--- src/object_range_chunk_splitter_unit_assert.svh ---
// Assertion macros for the object range chunk splitter.
// Included by the top level; relies on signals named clk and rst in the including module.
`ifndef OBJECT_RANGE_CHUNK_SPLITTER_UNIT_ASSERT_SVH
`define OBJECT_RANGE_CHUNK_SPLITTER_UNIT_ASSERT_SVH

`ifndef NO_ASSERTIONS

`define ORCS_ASSERT_IMP(label, a, c) \
  label: assert property (@(posedge clk) disable iff (rst) (a) |-> (c)) \
    else $error("orcs: same-cycle check failed");

`define ORCS_ASSERT_NEXT(label, a, c) \
  label: assert property (@(posedge clk) disable iff (rst) (a) |=> (c)) \
    else $error("orcs: next-cycle check failed");

`else

`define ORCS_ASSERT_IMP(label, a, c)

`define ORCS_ASSERT_NEXT(label, a, c)

`endif

`endif

--- src/orcs_pkg.sv ---
// Package for the object range chunk splitter: fixed geometry, status codes,
// register indexes, microcode word type and the microprogram ROM. No dependencies.
`timescale 1ns / 1ps
`default_nettype none

package orcs_pkg;

  localparam int OBJ_LOG2   = 7;
  localparam int CHUNK_LOG2 = 19;
  localparam int LG_MIN     = 12;
  localparam int LG_MAX     = 24;
  localparam int IN_BLK_W   = LG_MAX - OBJ_LOG2;
  localparam int CNT_W      = CHUNK_LOG2 - OBJ_LOG2 + 1;
  localparam int BLKNUM_W   = 31;
  localparam int OFF_W      = 24;
  localparam int LEN_W      = 20;
  localparam int TDATA_W    = BLKNUM_W + OFF_W + LEN_W + 32 + CNT_W;

  localparam logic [1:0] ST_OK    = 2'd0;
  localparam logic [1:0] ST_RANGE = 2'd1;
  localparam logic [1:0] ST_TRUNC = 2'd2;

  localparam logic REG_BLOCK_SIZE_LOG2 = 1'b0;
  localparam logic REG_TOTAL_OBJECTS   = 1'b1;

  localparam logic [2:0] UPC_FETCH = 3'd0;
  localparam logic [2:0] UPC_RANGE = 3'd1;
  localparam logic [2:0] UPC_ZERO  = 3'd2;
  localparam logic [2:0] UPC_CALC  = 3'd3;
  localparam logic [2:0] UPC_EMIT  = 3'd4;
  localparam logic [2:0] UPC_ERR   = 3'd5;
  localparam logic [2:0] UPC_LOOP  = 3'd6;
  localparam logic [2:0] UPC_SPARE = 3'd7;

  typedef enum logic [2:0] {
    C_NEVER,
    C_NO_INPUT,
    C_RANGE_BAD,
    C_ZERO,
    C_OUT_BUSY,
    C_DONE
  } cond_t;

  typedef struct packed {
    logic       take_in;
    logic       calc;
    logic       emit;
    logic       err;
    cond_t      cond;
    logic [2:0] jump_to;
    logic [2:0] next_to;
  } ucode_t;

  function automatic ucode_t ucode_rom(input logic [2:0] upc);
    ucode_t w;
    w = '{take_in: 1'b0, calc: 1'b0, emit: 1'b0, err: 1'b0, cond: C_NEVER,
          jump_to: UPC_FETCH, next_to: UPC_FETCH};
    unique case (upc)
      UPC_FETCH: begin
        w.take_in = 1'b1;
        w.cond    = C_NO_INPUT;
        w.jump_to = UPC_FETCH;
        w.next_to = UPC_RANGE;
      end
      UPC_RANGE: begin
        w.cond    = C_RANGE_BAD;
        w.jump_to = UPC_ERR;
        w.next_to = UPC_ZERO;
      end
      UPC_ZERO: begin
        w.cond    = C_ZERO;
        w.jump_to = UPC_FETCH;
        w.next_to = UPC_CALC;
      end
      UPC_CALC: begin
        w.calc    = 1'b1;
        w.next_to = UPC_EMIT;
      end
      UPC_EMIT: begin
        w.emit    = 1'b1;
        w.cond    = C_OUT_BUSY;
        w.jump_to = UPC_EMIT;
        w.next_to = UPC_LOOP;
      end
      UPC_ERR: begin
        w.err     = 1'b1;
        w.cond    = C_OUT_BUSY;
        w.jump_to = UPC_ERR;
        w.next_to = UPC_FETCH;
      end
      UPC_LOOP: begin
        w.cond    = C_DONE;
        w.jump_to = UPC_FETCH;
        w.next_to = UPC_CALC;
      end
      UPC_SPARE: begin
        w.next_to = UPC_FETCH;
      end
      default: begin
        w.next_to = UPC_FETCH;
      end
    endcase
    return w;
  endfunction

endpackage

`default_nettype wire

--- src/object_range_chunk_splitter_unit.sv ---
// Object range chunk splitter: a microcoded sequencer with its datapath and APB registers.
// Depends on orcs_pkg and on object_range_chunk_splitter_unit_assert.svh.
`timescale 1ns / 1ps
`default_nettype none

// Each request takes a range of 128-byte objects and splits it into chunks that never cross a
// storage block and never exceed min(block size, 512 KiB); one result per chunk, the final one
// marked by tlast. A range ending beyond total_objects gives a single error result, a zero count
// gives none, and after MAX_CHUNKS chunks the rest is dropped with a truncated status. A request
// runs the fetch, range and zero steps (a bad range goes to the error step), then the three-step
// chunk loop of the microprogram (compute, emit, branch) per chunk; emit and error steps wait
// while m_tready low holds the output register. Only one request is worked on at a time; the
// next is accepted once the last result has been loaded into the output register.
module object_range_chunk_splitter_unit #(
  parameter int MAX_CHUNKS = 64
) (
  input  wire logic                        clk,
  input  wire logic                        rst,
  input  wire logic                        s_tvalid,
  output logic                             s_tready,
  // first_index [31:0], count [63:32]
  input  wire logic [63:0]                 s_tdata,
  output logic                             m_tvalid,
  input  wire logic                        m_tready,
  // block_number [30:0], byte_offset [54:31], byte_length [74:55], chunk_first [106:75],
  // chunk_count [119:107]
  output logic [orcs_pkg::TDATA_W-1:0]     m_tdata,
  // status [1:0]
  output logic [1:0]                       m_tuser,
  output logic                             m_tlast,
  input  wire logic                        psel,
  input  wire logic                        penable,
  input  wire logic                        pwrite,
  input  wire logic [2:0]                  paddr,
  input  wire logic [31:0]                 pwdata,
  output logic [31:0]                      prdata,
  output logic                             pready
);
  import orcs_pkg::*;

  `include "object_range_chunk_splitter_unit_assert.svh"

  localparam int KW = (MAX_CHUNKS > 1) ? $clog2(MAX_CHUNKS) : 1;

  logic [4:0]          block_size_log2;
  logic [31:0]         total_objects;

  logic [2:0]          upc;
  ucode_t              uw;
  logic                cond_true;

  logic [31:0]         obj;
  logic [31:0]         rem;
  logic [KW-1:0]       k;
  logic                done;
  logic [CNT_W-1:0]    n_r;
  logic [BLKNUM_W-1:0] blk_r;
  logic [OFF_W-1:0]    off_r;

  logic [4:0]          lg;
  logic [4:0]          lg_chunk;
  logic [4:0]          sh;
  logic [4:0]          cs;
  logic [IN_BLK_W:0]   per_block;
  logic [IN_BLK_W-1:0] in_blk;
  logic [IN_BLK_W:0]   room;
  logic [CNT_W-1:0]    per_chunk;
  logic [31:0]         n_a;
  logic [31:0]         n_b;
  logic [32:0]         range_end;
  logic                range_bad;
  logic [31:0]         rem_after;
  logic                at_end;
  logic                at_limit;
  logic                out_busy;
  logic                cfg_wr;

  logic [BLKNUM_W-1:0] o_blk;
  logic [OFF_W-1:0]    o_off;
  logic [LEN_W-1:0]    o_len;
  logic [31:0]         o_first;
  logic [CNT_W-1:0]    o_cnt;

  assign pready = 1'b1;
  assign cfg_wr = psel && penable && pwrite && pready;

  always_ff @(posedge clk) begin
    if (rst) begin
      block_size_log2 <= 5'd22;
      total_objects   <= 32'd0;
    end else if (cfg_wr) begin
      unique case (paddr[2])
        REG_BLOCK_SIZE_LOG2: block_size_log2 <= pwdata[4:0];
        REG_TOTAL_OBJECTS:   total_objects   <= pwdata;
        default:             total_objects   <= total_objects;
      endcase
    end
  end

  always_comb begin
    unique case (paddr[2])
      REG_BLOCK_SIZE_LOG2: prdata = {27'd0, block_size_log2};
      REG_TOTAL_OBJECTS:   prdata = total_objects;
      default:             prdata = 32'd0;
    endcase
  end

  assign uw       = ucode_rom(upc);
  assign out_busy = m_tvalid && !m_tready;
  assign s_tready = uw.take_in;

  assign range_end = {1'b0, obj} + {1'b0, rem};
  assign range_bad = range_end > {1'b0, total_objects};

  always_comb begin
    unique case (uw.cond)
      C_NEVER:     cond_true = 1'b0;
      C_NO_INPUT:  cond_true = !s_tvalid;
      C_RANGE_BAD: cond_true = range_bad;
      C_ZERO:      cond_true = (rem == 32'd0);
      C_OUT_BUSY:  cond_true = out_busy;
      C_DONE:      cond_true = done;
      default:     cond_true = 1'b0;
    endcase
  end

  always_ff @(posedge clk) begin
    if (rst) begin
      upc <= UPC_FETCH;
    end else begin
      upc <= cond_true ? uw.jump_to : uw.next_to;
    end
  end

  always_comb begin
    if (block_size_log2 < 5'(LG_MIN)) begin
      lg = 5'(LG_MIN);
    end else if (block_size_log2 > 5'(LG_MAX)) begin
      lg = 5'(LG_MAX);
    end else begin
      lg = block_size_log2;
    end
    lg_chunk  = (lg > 5'(CHUNK_LOG2)) ? 5'(CHUNK_LOG2) : lg;
    sh        = lg - 5'(OBJ_LOG2);
    cs        = lg_chunk - 5'(OBJ_LOG2);
    per_block = (IN_BLK_W + 1)'(1) << sh;
    in_blk    = obj[IN_BLK_W-1:0] & per_block[IN_BLK_W-1:0] - IN_BLK_W'(1);
    room      = per_block - {1'b0, in_blk};
    per_chunk = CNT_W'(1) << cs;
    n_a       = (rem < 32'(per_chunk)) ? rem : 32'(per_chunk);
    n_b       = (n_a < 32'(room)) ? n_a : 32'(room);
  end

  assign rem_after = rem - 32'(n_r);
  assign at_end    = (rem_after == 32'd0);
  assign at_limit  = (k == KW'(MAX_CHUNKS - 1));

  always_ff @(posedge clk) begin
    if (rst) begin
      obj  <= 32'd0;
      rem  <= 32'd0;
      k    <= '0;
      done <= 1'b0;
    end else if (uw.take_in && s_tvalid) begin
      obj  <= s_tdata[31:0];
      rem  <= s_tdata[63:32];
      k    <= '0;
      done <= 1'b0;
    end else if (uw.emit && !out_busy) begin
      obj  <= obj + 32'(n_r);
      rem  <= rem_after;
      k    <= k + KW'(1);
      done <= at_end || at_limit;
    end
  end

  always_ff @(posedge clk) begin
    if (uw.calc) begin
      n_r   <= n_b[CNT_W-1:0];
      blk_r <= BLKNUM_W'(obj >> sh);
      off_r <= {in_blk, OBJ_LOG2'(0)};
    end
  end

  always_ff @(posedge clk) begin
    if (rst) begin
      m_tvalid <= 1'b0;
    end else if ((uw.emit || uw.err) && !out_busy) begin
      m_tvalid <= 1'b1;
    end else if (m_tready) begin
      m_tvalid <= 1'b0;
    end
  end

  always_ff @(posedge clk) begin
    if (uw.err && !out_busy) begin
      o_blk   <= '0;
      o_off   <= '0;
      o_len   <= '0;
      o_first <= '0;
      o_cnt   <= '0;
      m_tuser <= ST_RANGE;
      m_tlast <= 1'b1;
    end else if (uw.emit && !out_busy) begin
      o_blk   <= blk_r;
      o_off   <= off_r;
      o_len   <= {n_r, OBJ_LOG2'(0)};
      o_first <= obj;
      o_cnt   <= n_r;
      m_tuser <= (!at_end && at_limit) ? ST_TRUNC : ST_OK;
      m_tlast <= at_end || at_limit;
    end
  end

  assign m_tdata = {o_cnt, o_first, o_len, o_off, o_blk};

  `ORCS_ASSERT_IMP(a_error_is_last, m_tvalid && m_tuser == ST_RANGE, m_tlast)
  `ORCS_ASSERT_IMP(a_trunc_is_last, m_tvalid && m_tuser == ST_TRUNC, m_tlast)
  `ORCS_ASSERT_IMP(a_length_matches_count, m_tvalid, o_len == (LEN_W'(o_cnt) << OBJ_LOG2))
  `ORCS_ASSERT_NEXT(a_accept_goes_to_check, s_tvalid && s_tready, upc == UPC_RANGE)

endmodule

`default_nettype wire
--- config.mk ---
export PLATFORM = sky130hd
export DESIGN_NAME = object_range_chunk_splitter_unit
export DESIGN_NICKNAME = d
export VERILOG_FILES = /design/src/orcs_pkg.sv /design/src/object_range_chunk_splitter_unit.sv
export VERILOG_INCLUDE_DIRS = /design/src /design/src/src
export SDC_FILE = /design/constraint.sdc
export NUM_CORES = 1
export LEC_CHECK = 0
export ABC_AREA = 1
export BUFFER_PORTS_ARGS = -buffer_cell sky130_fd_sc_hd__buf_2
export CAP_MARGIN = 20
export CORE_UTILIZATION = 50
export DETAILED_ROUTE_END_ITERATION = 8
export GPL_ROUTABILITY_DRIVEN = 0
export PLACE_DENSITY = 0.71
export SYNTH_ARGS = -nofsm -noshare
export SYNTH_HDL_FRONTEND = slang
export SYNTH_SLANG_ARGS = --single-unit
--- constraint.sdc ---
create_clock -name clk -period 6.6 [get_ports clk]
set_input_delay 1.65 -clock clk [delete_from_list [all_inputs] [get_ports clk]]
set_output_delay 1.65 -clock clk [all_outputs]
set_load 0.05 [all_outputs]
Word level (Yosys, flattened, before mapping)

Index checks and enable logic that the tools add are counted.

Order comparisons: 6
Bitwise gates (word level): 2
Multiplexer cells: 21
Shift-type cells: 3
Add/sub/neg operators: 8
Reductions and logical operators: 24
Equal/unequal tests: 13

Operators with widths:

| kind                                                                 | number |
|---|---|
| 32-bit 2-to-1 mux                                                    | 5 |
| 32-bit logical NOT                                                   | 2 |
| 32-bit case mux with 2 select lines                                  | 1 |
| 6-bit case mux with 6 select lines                                   | 1 |
| 32-bit by 32-bit adder with 33-bit output                            | 1 |
| 33-bit by 32-bit > comparator with 1-bit output                      | 1 |
| 32-bit by 13-bit adder with 32-bit output                            | 1 |
| 32-bit by 13-bit less-than comparator with 1-bit output              | 1 |
| 32-bit by 18-bit less-than comparator with 1-bit output              | 1 |
| 32-bit by 5-bit >> shifter with 31-bit output                        | 1 |
| 32-bit by 13-bit subtractor with 32-bit output                       | 1 |
| 3-bit == test, second input constant                                 | 6 |
| 3-bit case mux with 6 select lines                                   | 1 |
| 1-bit by 5-bit << shifter with 18-bit output, first input constant   | 1 |
| 18-bit by 17-bit subtractor with 18-bit output                       | 1 |
| 17-bit bitwise AND                                                   | 1 |
| 17-bit by 1-bit subtractor with 17-bit output, second input constant | 1 |
| 5-bit 2-to-1 mux                                                     | 3 |
| 13-bit 2-to-1 mux                                                    | 1 |
| 1-bit by 5-bit << shifter with 13-bit output, first input constant   | 1 |
| 3-bit by 2-bit == test with 1-bit output, second input constant      | 4 |
| 5-bit > comparator, second input constant                            | 2 |
| 5-bit by 3-bit subtractor with 5-bit output, second input constant   | 2 |
| 1-bit logical AND                                                    | 8 |
| other kinds (15)                                                     | 29 |

Input bits: 106
Register bits: 269
Output and inout port bits: 158

Logic depth before layout (Yosys ltp)

Gate-level depths: netlist of the first run.

Depth in word-level cells: 11
Depth in mapped cells: 40
Mapped depth without buffers: 39

Worst setup path after synthesis of the first run

Ideal clock, no wire load.

Path type: register -> register
From: reg block_size_log2[4]
To: reg n_r[1], data pin
Data arrival time: 5.059 ns
Required time: 6.339 ns
Buffers on the path: 2
Slack: 1.281 ns
Library setup time: 0.261 ns
Cell stages (with the launch flop): 37
Cells stage by stage: dfxtp_1 nand2_1 inv_2 nor2_4 nand2_1 clkbuf_1 inv_1 ha_1 inv_1 nand3_1 nand2_4 inv_2 nor2_2 nand3_2 ha_1 nand2_1 nor2_1 nand2_1 nor2_1 nor2_1 inv_1 ha_1 nand3_1 inv_1 nand2_1 inv_1 a21oi_1 nand2_1 xor2_1 ha_1 a21oi_1 nor2_1 a2111oi_0 nand2_1 a21boi_2 buf_4 o21ai_0

Elaborated cells on any way between the ends: 17
Those cells by class: 4 x add/sub; 5 x order compare; 2 x shift; 5 x mux; 1 x bitwise

RTL lines:

| what                                                        | line                                    | text |
|---|---|---|
| start: declaration                                          | object_range_chunk_splitter_unit.sv:45  | `logic [4:0] block_size_log2;` |
| start signal: assignment                                    | object_range_chunk_splitter_unit.sv:93  | `REG_BLOCK_SIZE_LOG2: block_size_log2 <= pwdata[4:0];` |
| 5-bit > comparator                                          | object_range_chunk_splitter_unit.sv:138 | `end else if (block_size_log2 > 5'(LG_MAX)) begin` |
| 5-bit 2-to-1 mux                                            | object_range_chunk_splitter_unit.sv:138 |  |
| 5-bit 2-to-1 mux (*)                                        | object_range_chunk_splitter_unit.sv:136 | `if (block_size_log2 < 5'(LG_MIN)) begin` |
| 5-bit by 3-bit subtractor with 5-bit output (*)             | object_range_chunk_splitter_unit.sv:144 | `sh = lg - 5'(OBJ_LOG2);` |
| 1-bit by 5-bit << shifter with 18-bit output (*)            | object_range_chunk_splitter_unit.sv:146 | `per_block = (IN_BLK_W + 1)'(1) << sh;` |
| 17-bit by 1-bit subtractor with 17-bit output (*)           | object_range_chunk_splitter_unit.sv:147 | `in_blk = obj[IN_BLK_W-1:0] & per_block[IN_BLK_W-1:0] - IN_BLK_W'(1);` |
| 17-bit bitwise AND (*)                                      | object_range_chunk_splitter_unit.sv:147 |  |
| named net in_blk[10]                                        | object_range_chunk_splitter_unit.sv:65  | `logic [IN_BLK_W-1:0] in_blk;` |
| 18-bit by 17-bit subtractor with 18-bit output (*)          | object_range_chunk_splitter_unit.sv:148 | `room = per_block - {1'b0, in_blk};` |
| 32-bit by 18-bit less-than comparator with 1-bit output (*) | object_range_chunk_splitter_unit.sv:151 | `n_b = (n_a < 32'(room)) ? n_a : 32'(room);` |
| 13-bit 2-to-1 mux (*)                                       | object_range_chunk_splitter_unit.sv:151 |  |
| named net n_b[1]                                            | object_range_chunk_splitter_unit.sv:69  | `logic [31:0] n_b;` |
| end signal: assignment                                      | object_range_chunk_splitter_unit.sv:179 | `n_r <= n_b[CNT_W-1:0];` |
| end: declaration                                            | object_range_chunk_splitter_unit.sv:56  | `logic [CNT_W-1:0] n_r;` |

Mark *: on every way through the listed nets, which the timed path passes. The rest lies on a longest branch.
A chain may end at the register's enable or synchronous reset.

Worst setup path in the final report of the first run

From: reg block_size_log2[4]
To: reg n_r[2], data pin

Same word-level chain as after synthesis.

==> results.sh, run 1 <==
export IMPL_status="finished clean"
export IMPL_layoutNonFillerInstCount=3391
export IMPL_cts_max_level=1
export IMPL_via_count=19510
export IMPL_utilization=0.577
export IMPL_ys_flop_type="dfxtp_1"
export IMPL_layout_commonest_cell="nand2_1"
export IMPL_antenna_left=0
export IMPL_slew_violations=0
export IMPL_tightest_slew_ns=1.10
export IMPL_drtPass1Iterations=8
export IMPL_powerDensity_nw_per_um2=515
export IMPL_place_inst=3335
export IMPL_drc=0
export IMPL_ys_seq_area_frac=0.319
export IMPL_cp_slowest_cell="dfxtp_2"
export IMPL_clock_sinks=269
export IMPL_placement_io_buffers=246
export IMPL_die_h_um=196
export IMPL_vdd_drop_max_v=0.000356
export IMPL_place_area_um2=20200
export IMPL_finalCritPeriodShare=0.927
export IMPL_fp_dieW_um=196
export IMPL_antenna_found_initial=0
export IMPL_wl_um=60800
export IMPL_critPathKind="reg2reg"
export IMPL_cts_tree="done"
export IMPL_crit_arrival_ns=6.44
export IMPL_cts_made_buffers=30
export IMPL_clk_latency_ns=0.58
export IMPL_grt_max_degree=87
export IMPL_leakagePower_uw=0.0103
export IMPL_grt_pass1_vias=17306
export IMPL_vias_per_cell=5.75
export IMPL_period_needed_ns=6.12
export IMPL_grt_setup_unrepaired="no"
export IMPL_cts_path_max_buffers=3
export IMPL_synth_async_reset_ratio=0
export IMPL_dp_worst_setup_slack_ns=0.486
export IMPL_finalHoldViolCount=0
export IMPL_fmax_ghz=0.163
export IMPL_final_nets=3143
export IMPL_yosysWarnings=0
export IMPL_final_setup_tns_ns=0
export IMPL_cpMostUsedCell="nand2_1"
export IMPL_antenna_cells=0
export IMPL_final_setup_skew_ns=0.0139
export IMPL_dp_hpwl_um=46600
export IMPL_grt_use_total=0.306
export IMPL_dieArea_um2=38300
export IMPL_setup_viol=0
export IMPL_yosys_register_bits=269
export IMPL_drive_above_1_share=0.132
export IMPL_mostFrequentLayoutCells="nand2_1, inv_1, o21ai_0, buf_2, dfxtp_1"
export IMPL_setup_slack_ns=0.483
export IMPL_start_util=0.510
export IMPL_cts_root_buf="clkbuf_16"
export IMPL_coreArea_um2=36800
export IMPL_max_cap_viol_count=0
export IMPL_clk_pin_slew_ns=0.06
export IMPL_grt_pass1_wl_um=93300
export IMPL_fillers=3481
export IMPL_drtIter0Drc=2158
export IMPL_rows=70
export IMPL_final_area_um2=21200
export IMPL_start_kind="flip-flop"
export IMPL_hold_buffers=0
export IMPL_crit_fanout=21
export IMPL_wl_per_cell_um=17.9
export IMPL_area_delta_synth_final_pct=13.0
export IMPL_critPathRequiredTime_ns=6.92
export IMPL_ios=264
export IMPL_slew_limit_headroom=0.268
export IMPL_synth_cell_types=60
export IMPL_gr_total_overflow=0
export IMPL_synth_edf_count=61
export IMPL_synthCells=2706
export IMPL_avgSynthCellArea_um2=6.94
export IMPL_min_path_type="reg2reg"
export IMPL_endpoint_kind="flip-flop"
export IMPL_slowest_delay_ns=0.44
export IMPL_syn_area_um2=18800
-- area by class of cell --
cell class	instances	area [um2]	share of cell area
inverter	329	1240	0.0584
sequential	269	6000	0.283
clock buffer	43	861	0.0406
tap	468	586	0.0276
timing repair buffer	264	1370	0.0644
clock inverter	11	78.8	0.00372
multi-input combinational	2007	11100	0.523
-- metrics by stage --
stage / hold WS (ns) / power (uW)
2_1_floorplan: 0.436 / 7520
3_3_place_gp: 0.434 / 9030
3_5_place_dp: 0.441 / 9180
4_1_cts: 0.456 / 10800
5_1_grt: 0.469 / 11700
6_report: 0.453 / 10900
-- sequential cells by signal, summed over array words and instances, names as in the netlist, 17 cells and up --
| name | flops |
|---|---|
| o_first | 32 |
| obj | 32 |
| rem | 32 |
| total_objects | 32 |
| blk_r | 31 |
| o_blk | 31 |
| o_off | 17 |
| off_r | 17 |
-- per-layer routing --
layer	wire, um	vias up	GRT usage	share of wire
met1	26000	8917	0.425	0.43
met4	2970	0	0.137	0.049
li1	-	9392	-	-
met2	26000	1030	0.472	0.43
met5	0	-	0	0
met3	5890	171	0.0418	0.097
-- critical path, delay by kind of cell (launching register included) --
kind	cells	cell delay (ns)
compound gates	4	0.63
buf+inv	8	1.05
flops	1	0.44
simple gates	21	2.43
fa+ha+maj	4	1.29
-- cell usage after synthesis (all sizes together) (40+ instances only) --
cell type	instances	area [um2]
a21oi	180	912
a22o	49	429
a31oi	40	250
buf	44	293
clkbuf	83	312
dfxtp	208	4160
edfxtp	61	1830
ha	132	1650
inv	327	1230
nand2	696	2670
nand3	103	553
nand4	50	319
nor2	223	920
o21ai	267	1360
xor2	49	429
-- repair_timing --
action	in CTS	in global routing
resized for setup	0	7
setup buffers	0	1
hold endpoints to repair	0	0
setup endpoints to repair	0	13
-- power breakdown --
| part | internal, uW | total [uW] | switching [uW] | leakage, uW |
|---|---|---|---|---|
| Combinational | 2020 | 6570 | 4540 | 0.00759 |
| Sequential | 2210 | 2770 | 561 | 0.00228 |
| Clock | 906 | 1600 | 697 | 0.000455 |
-- worst paths after layout --
check                           from     endpoint  slack [ns]  cells after the start
hold reg to reg          o_first[26]  o_first[26]        0.45                      2
setup / recovery  block_size_log2[4]       n_r[2]        0.48                     37
setup reg to reg  block_size_log2[4]       n_r[2]        0.48                     37
hold / removal           o_first[26]  o_first[26]        0.45                      2
-- kinds of logic (layout without fill, tap and decap cells) --
logic type,Yosys count,in the layout,share of synthesized area
DFF,269,269,0.319
muxes,2,2,0.00107
other,2,27,0.000400
AOI/OAI and AO/OA,628,628,0.196
and+or+nand+nor,1139,1140,0.259
xor gates and xnor gates,74,74,0.0345
buffers and inverters,456,647,0.0980
adders and majority gates,136,136,0.0922
(Power assumes the default switching activity.)
==> inputs of run 2 (changes only) <==
Settings changed: CORE_UTILIZATION 50 to 30, PLACE_DENSITY 0.71 to not set.
==> run 2 against run 1 <==
Effect of this change: worst hold slack got worse by 0.0031 ns; first-iteration DRC count fell by 32%; die area rose by 66%; non-clock buffer count rose by 3; sequential share of layout area fell by 0.68 points; critical path depth fell by 2; power rose by 0.18%; combinational power fell by 2%; sequential cell count did not move.
==> results.sh, run 2 (synthesized netlist as in run 1, its figures left out) <==
export IMPL_crit_arrival_ns=6.32
export IMPL_drive_above_1_share=0.133
export IMPL_use_met2=0.327
export IMPL_holdPathStages=2
export IMPL_critPathKind="reg2reg"
export IMPL_clock_sinks=269
export IMPL_min_path_type="reg2reg"
export IMPL_crit_cells=35
export IMPL_dp_hpwl_um=50600
export IMPL_die_h_um=252
export IMPL_wl_per_cell_um=17.2
export IMPL_status="finished clean"
export IMPL_mostFrequentLayoutCells="nand2_1, inv_1, buf_2"
export IMPL_cts_tree="done"
export IMPL_gr_total_overflow=0
export IMPL_cp_slowest_cell="dfxtp_1"
export IMPL_antenna_left=0
export IMPL_clk_pin_slew_ns=0.06
export IMPL_cpMostUsedCell="nand2_1"
export IMPL_critical_path_buf_inv_count=7
export IMPL_hold_buffers=0
export IMPL_area_delta_synth_final_pct=15.8
export IMPL_cts_made_buffers=30
export IMPL_cts_root_buf="clkbuf_16"
export IMPL_period_needed_ns=6.00
export IMPL_use_met3=0.0262
export IMPL_vdd_drop_max_v=0.000242
export IMPL_dieArea_um2=63600
export IMPL_grt_pass1_wl_um=97600
export IMPL_grt_max_degree=84
export IMPL_wl_um=64600
export IMPL_via_count=18535
export IMPL_rows=91
export IMPL_slowest_delay_ns=0.43
export IMPL_clk_latency_ns=0.62
export IMPL_drc=0
export IMPL_antenna_found_initial=5
export IMPL_crit_family="simple AND/OR/NAND/NOR gates"
export IMPL_fmax_ghz=0.167
export IMPL_hold_worst_slack_ns=0.450
export IMPL_setup_viol=0
export IMPL_endpoint_kind="flip-flop"
export IMPL_ios=264
export IMPL_layoutNonFillerInstCount=3767
export IMPL_layout_commonest_cell="nand2_1"
export IMPL_tightest_slew_ns=1.06
export IMPL_coreArea_um2=61800
export IMPL_final_nets=3146
export IMPL_slew_limit_headroom=0.290
export IMPL_final_setup_tns_ns=0
export IMPL_critPathRequiredTime_ns=6.92
export IMPL_slew_violations=0
export IMPL_place_area_um2=20700
export IMPL_final_setup_skew_ns=0.0441
export IMPL_max_cap_viol_count=0
export IMPL_cts_max_level=1
export IMPL_top_usage_layer="met2"
export IMPL_start_util=0.304
export IMPL_drtIter0Drc=1457
export IMPL_drtPass1Iterations=7
export IMPL_r2r_cells=35
export IMPL_grt_use_total=0.196
export IMPL_fp_dieW_um=252
export IMPL_cts_path_max_buffers=3
export IMPL_place_inst=3705
export IMPL_leakagePower_uw=0.0104
export IMPL_placement_io_buffers=246
export IMPL_grt_pass1_vias=16933
export IMPL_final_area_um2=21700
export IMPL_grtUsageMet1=0.260
export IMPL_start_kind="flip-flop"
export IMPL_powerDensity_nw_per_um2=504
export IMPL_crit_fanout=21
export IMPL_grt_setup_unrepaired="no"
export IMPL_finalHoldViolCount=0
export IMPL_finalCritPeriodShare=0.908
export IMPL_vias_per_cell=4.92
-- run 2: cell type report --
cell class / count / area [um2]
tap: 837 / 1050
clock buffer: 40 / 841
timing repair buffer: 267 / 1390
sequential: 269 / 6000
clock inverter: 14 / 161
fill: 6712 / 40100
multi-input combinational: 2007 / 11100
inverter: 329 / 1230
antenna: 4 / 10.0
-- run 2: worst paths after layout --
| kind | from | end | slack (ns) |
|---|---|---|---|
| worst max register to register | block_size_log2[3] | n_r[5] | 0.60 |
| worst max-delay path | block_size_log2[3] | n_r[5] | 0.60 |
| worst min-delay path | o_first[20] | o_first[20] | 0.45 |
| worst min register to register | o_first[20] | o_first[20] | 0.45 |
-- run 2: worst register-to-register path: cells and delay by family (launching register included) --
kind / cells / cell delay, ns
adders and majority gates: 4 / 1.19
and+or+nand+nor: 20 / 2.72
DFF: 1 / 0.43
buffers and inverters: 7 / 0.75
AOI/OAI and AO/OA: 4 / 0.59
-- run 2: metrics by stage --
step | setup slack, ns | util | power (uW)
detailed placement | 0.482 | 0.335 | 9200
global placement | 0.578 | 0.335 | 9170
CTS | 0.445 | 0.351 | 11000
finish | 0.604 | 0.352 | 11000
floorplan | 1.28 | - | 7520
global route | 0.0431 | 0.352 | 11800
-- run 2: timing repair --
item	4_1_cts	5_1_grt
gates resized for setup	0	3
setup buffers	0	3
endpoints found under the setup margin	0	13
-- run 2: where the power goes --
part / internal, uW / switching (uW)
registers: 2210 / 563
logic: 2020 / 4450
clock network: 981 / 740
total: 5200 / 5750
-- run 2: layer usage --
| metal | vias up | wire (um) |
|---|---|---|
| met5 | - | 22 |
| met4 | 4 | 1900 |
| met3 | 103 | 4160 |
| met2 | 606 | 30100 |
| met1 | 8418 | 28400 |
| li1 | 9404 | - |
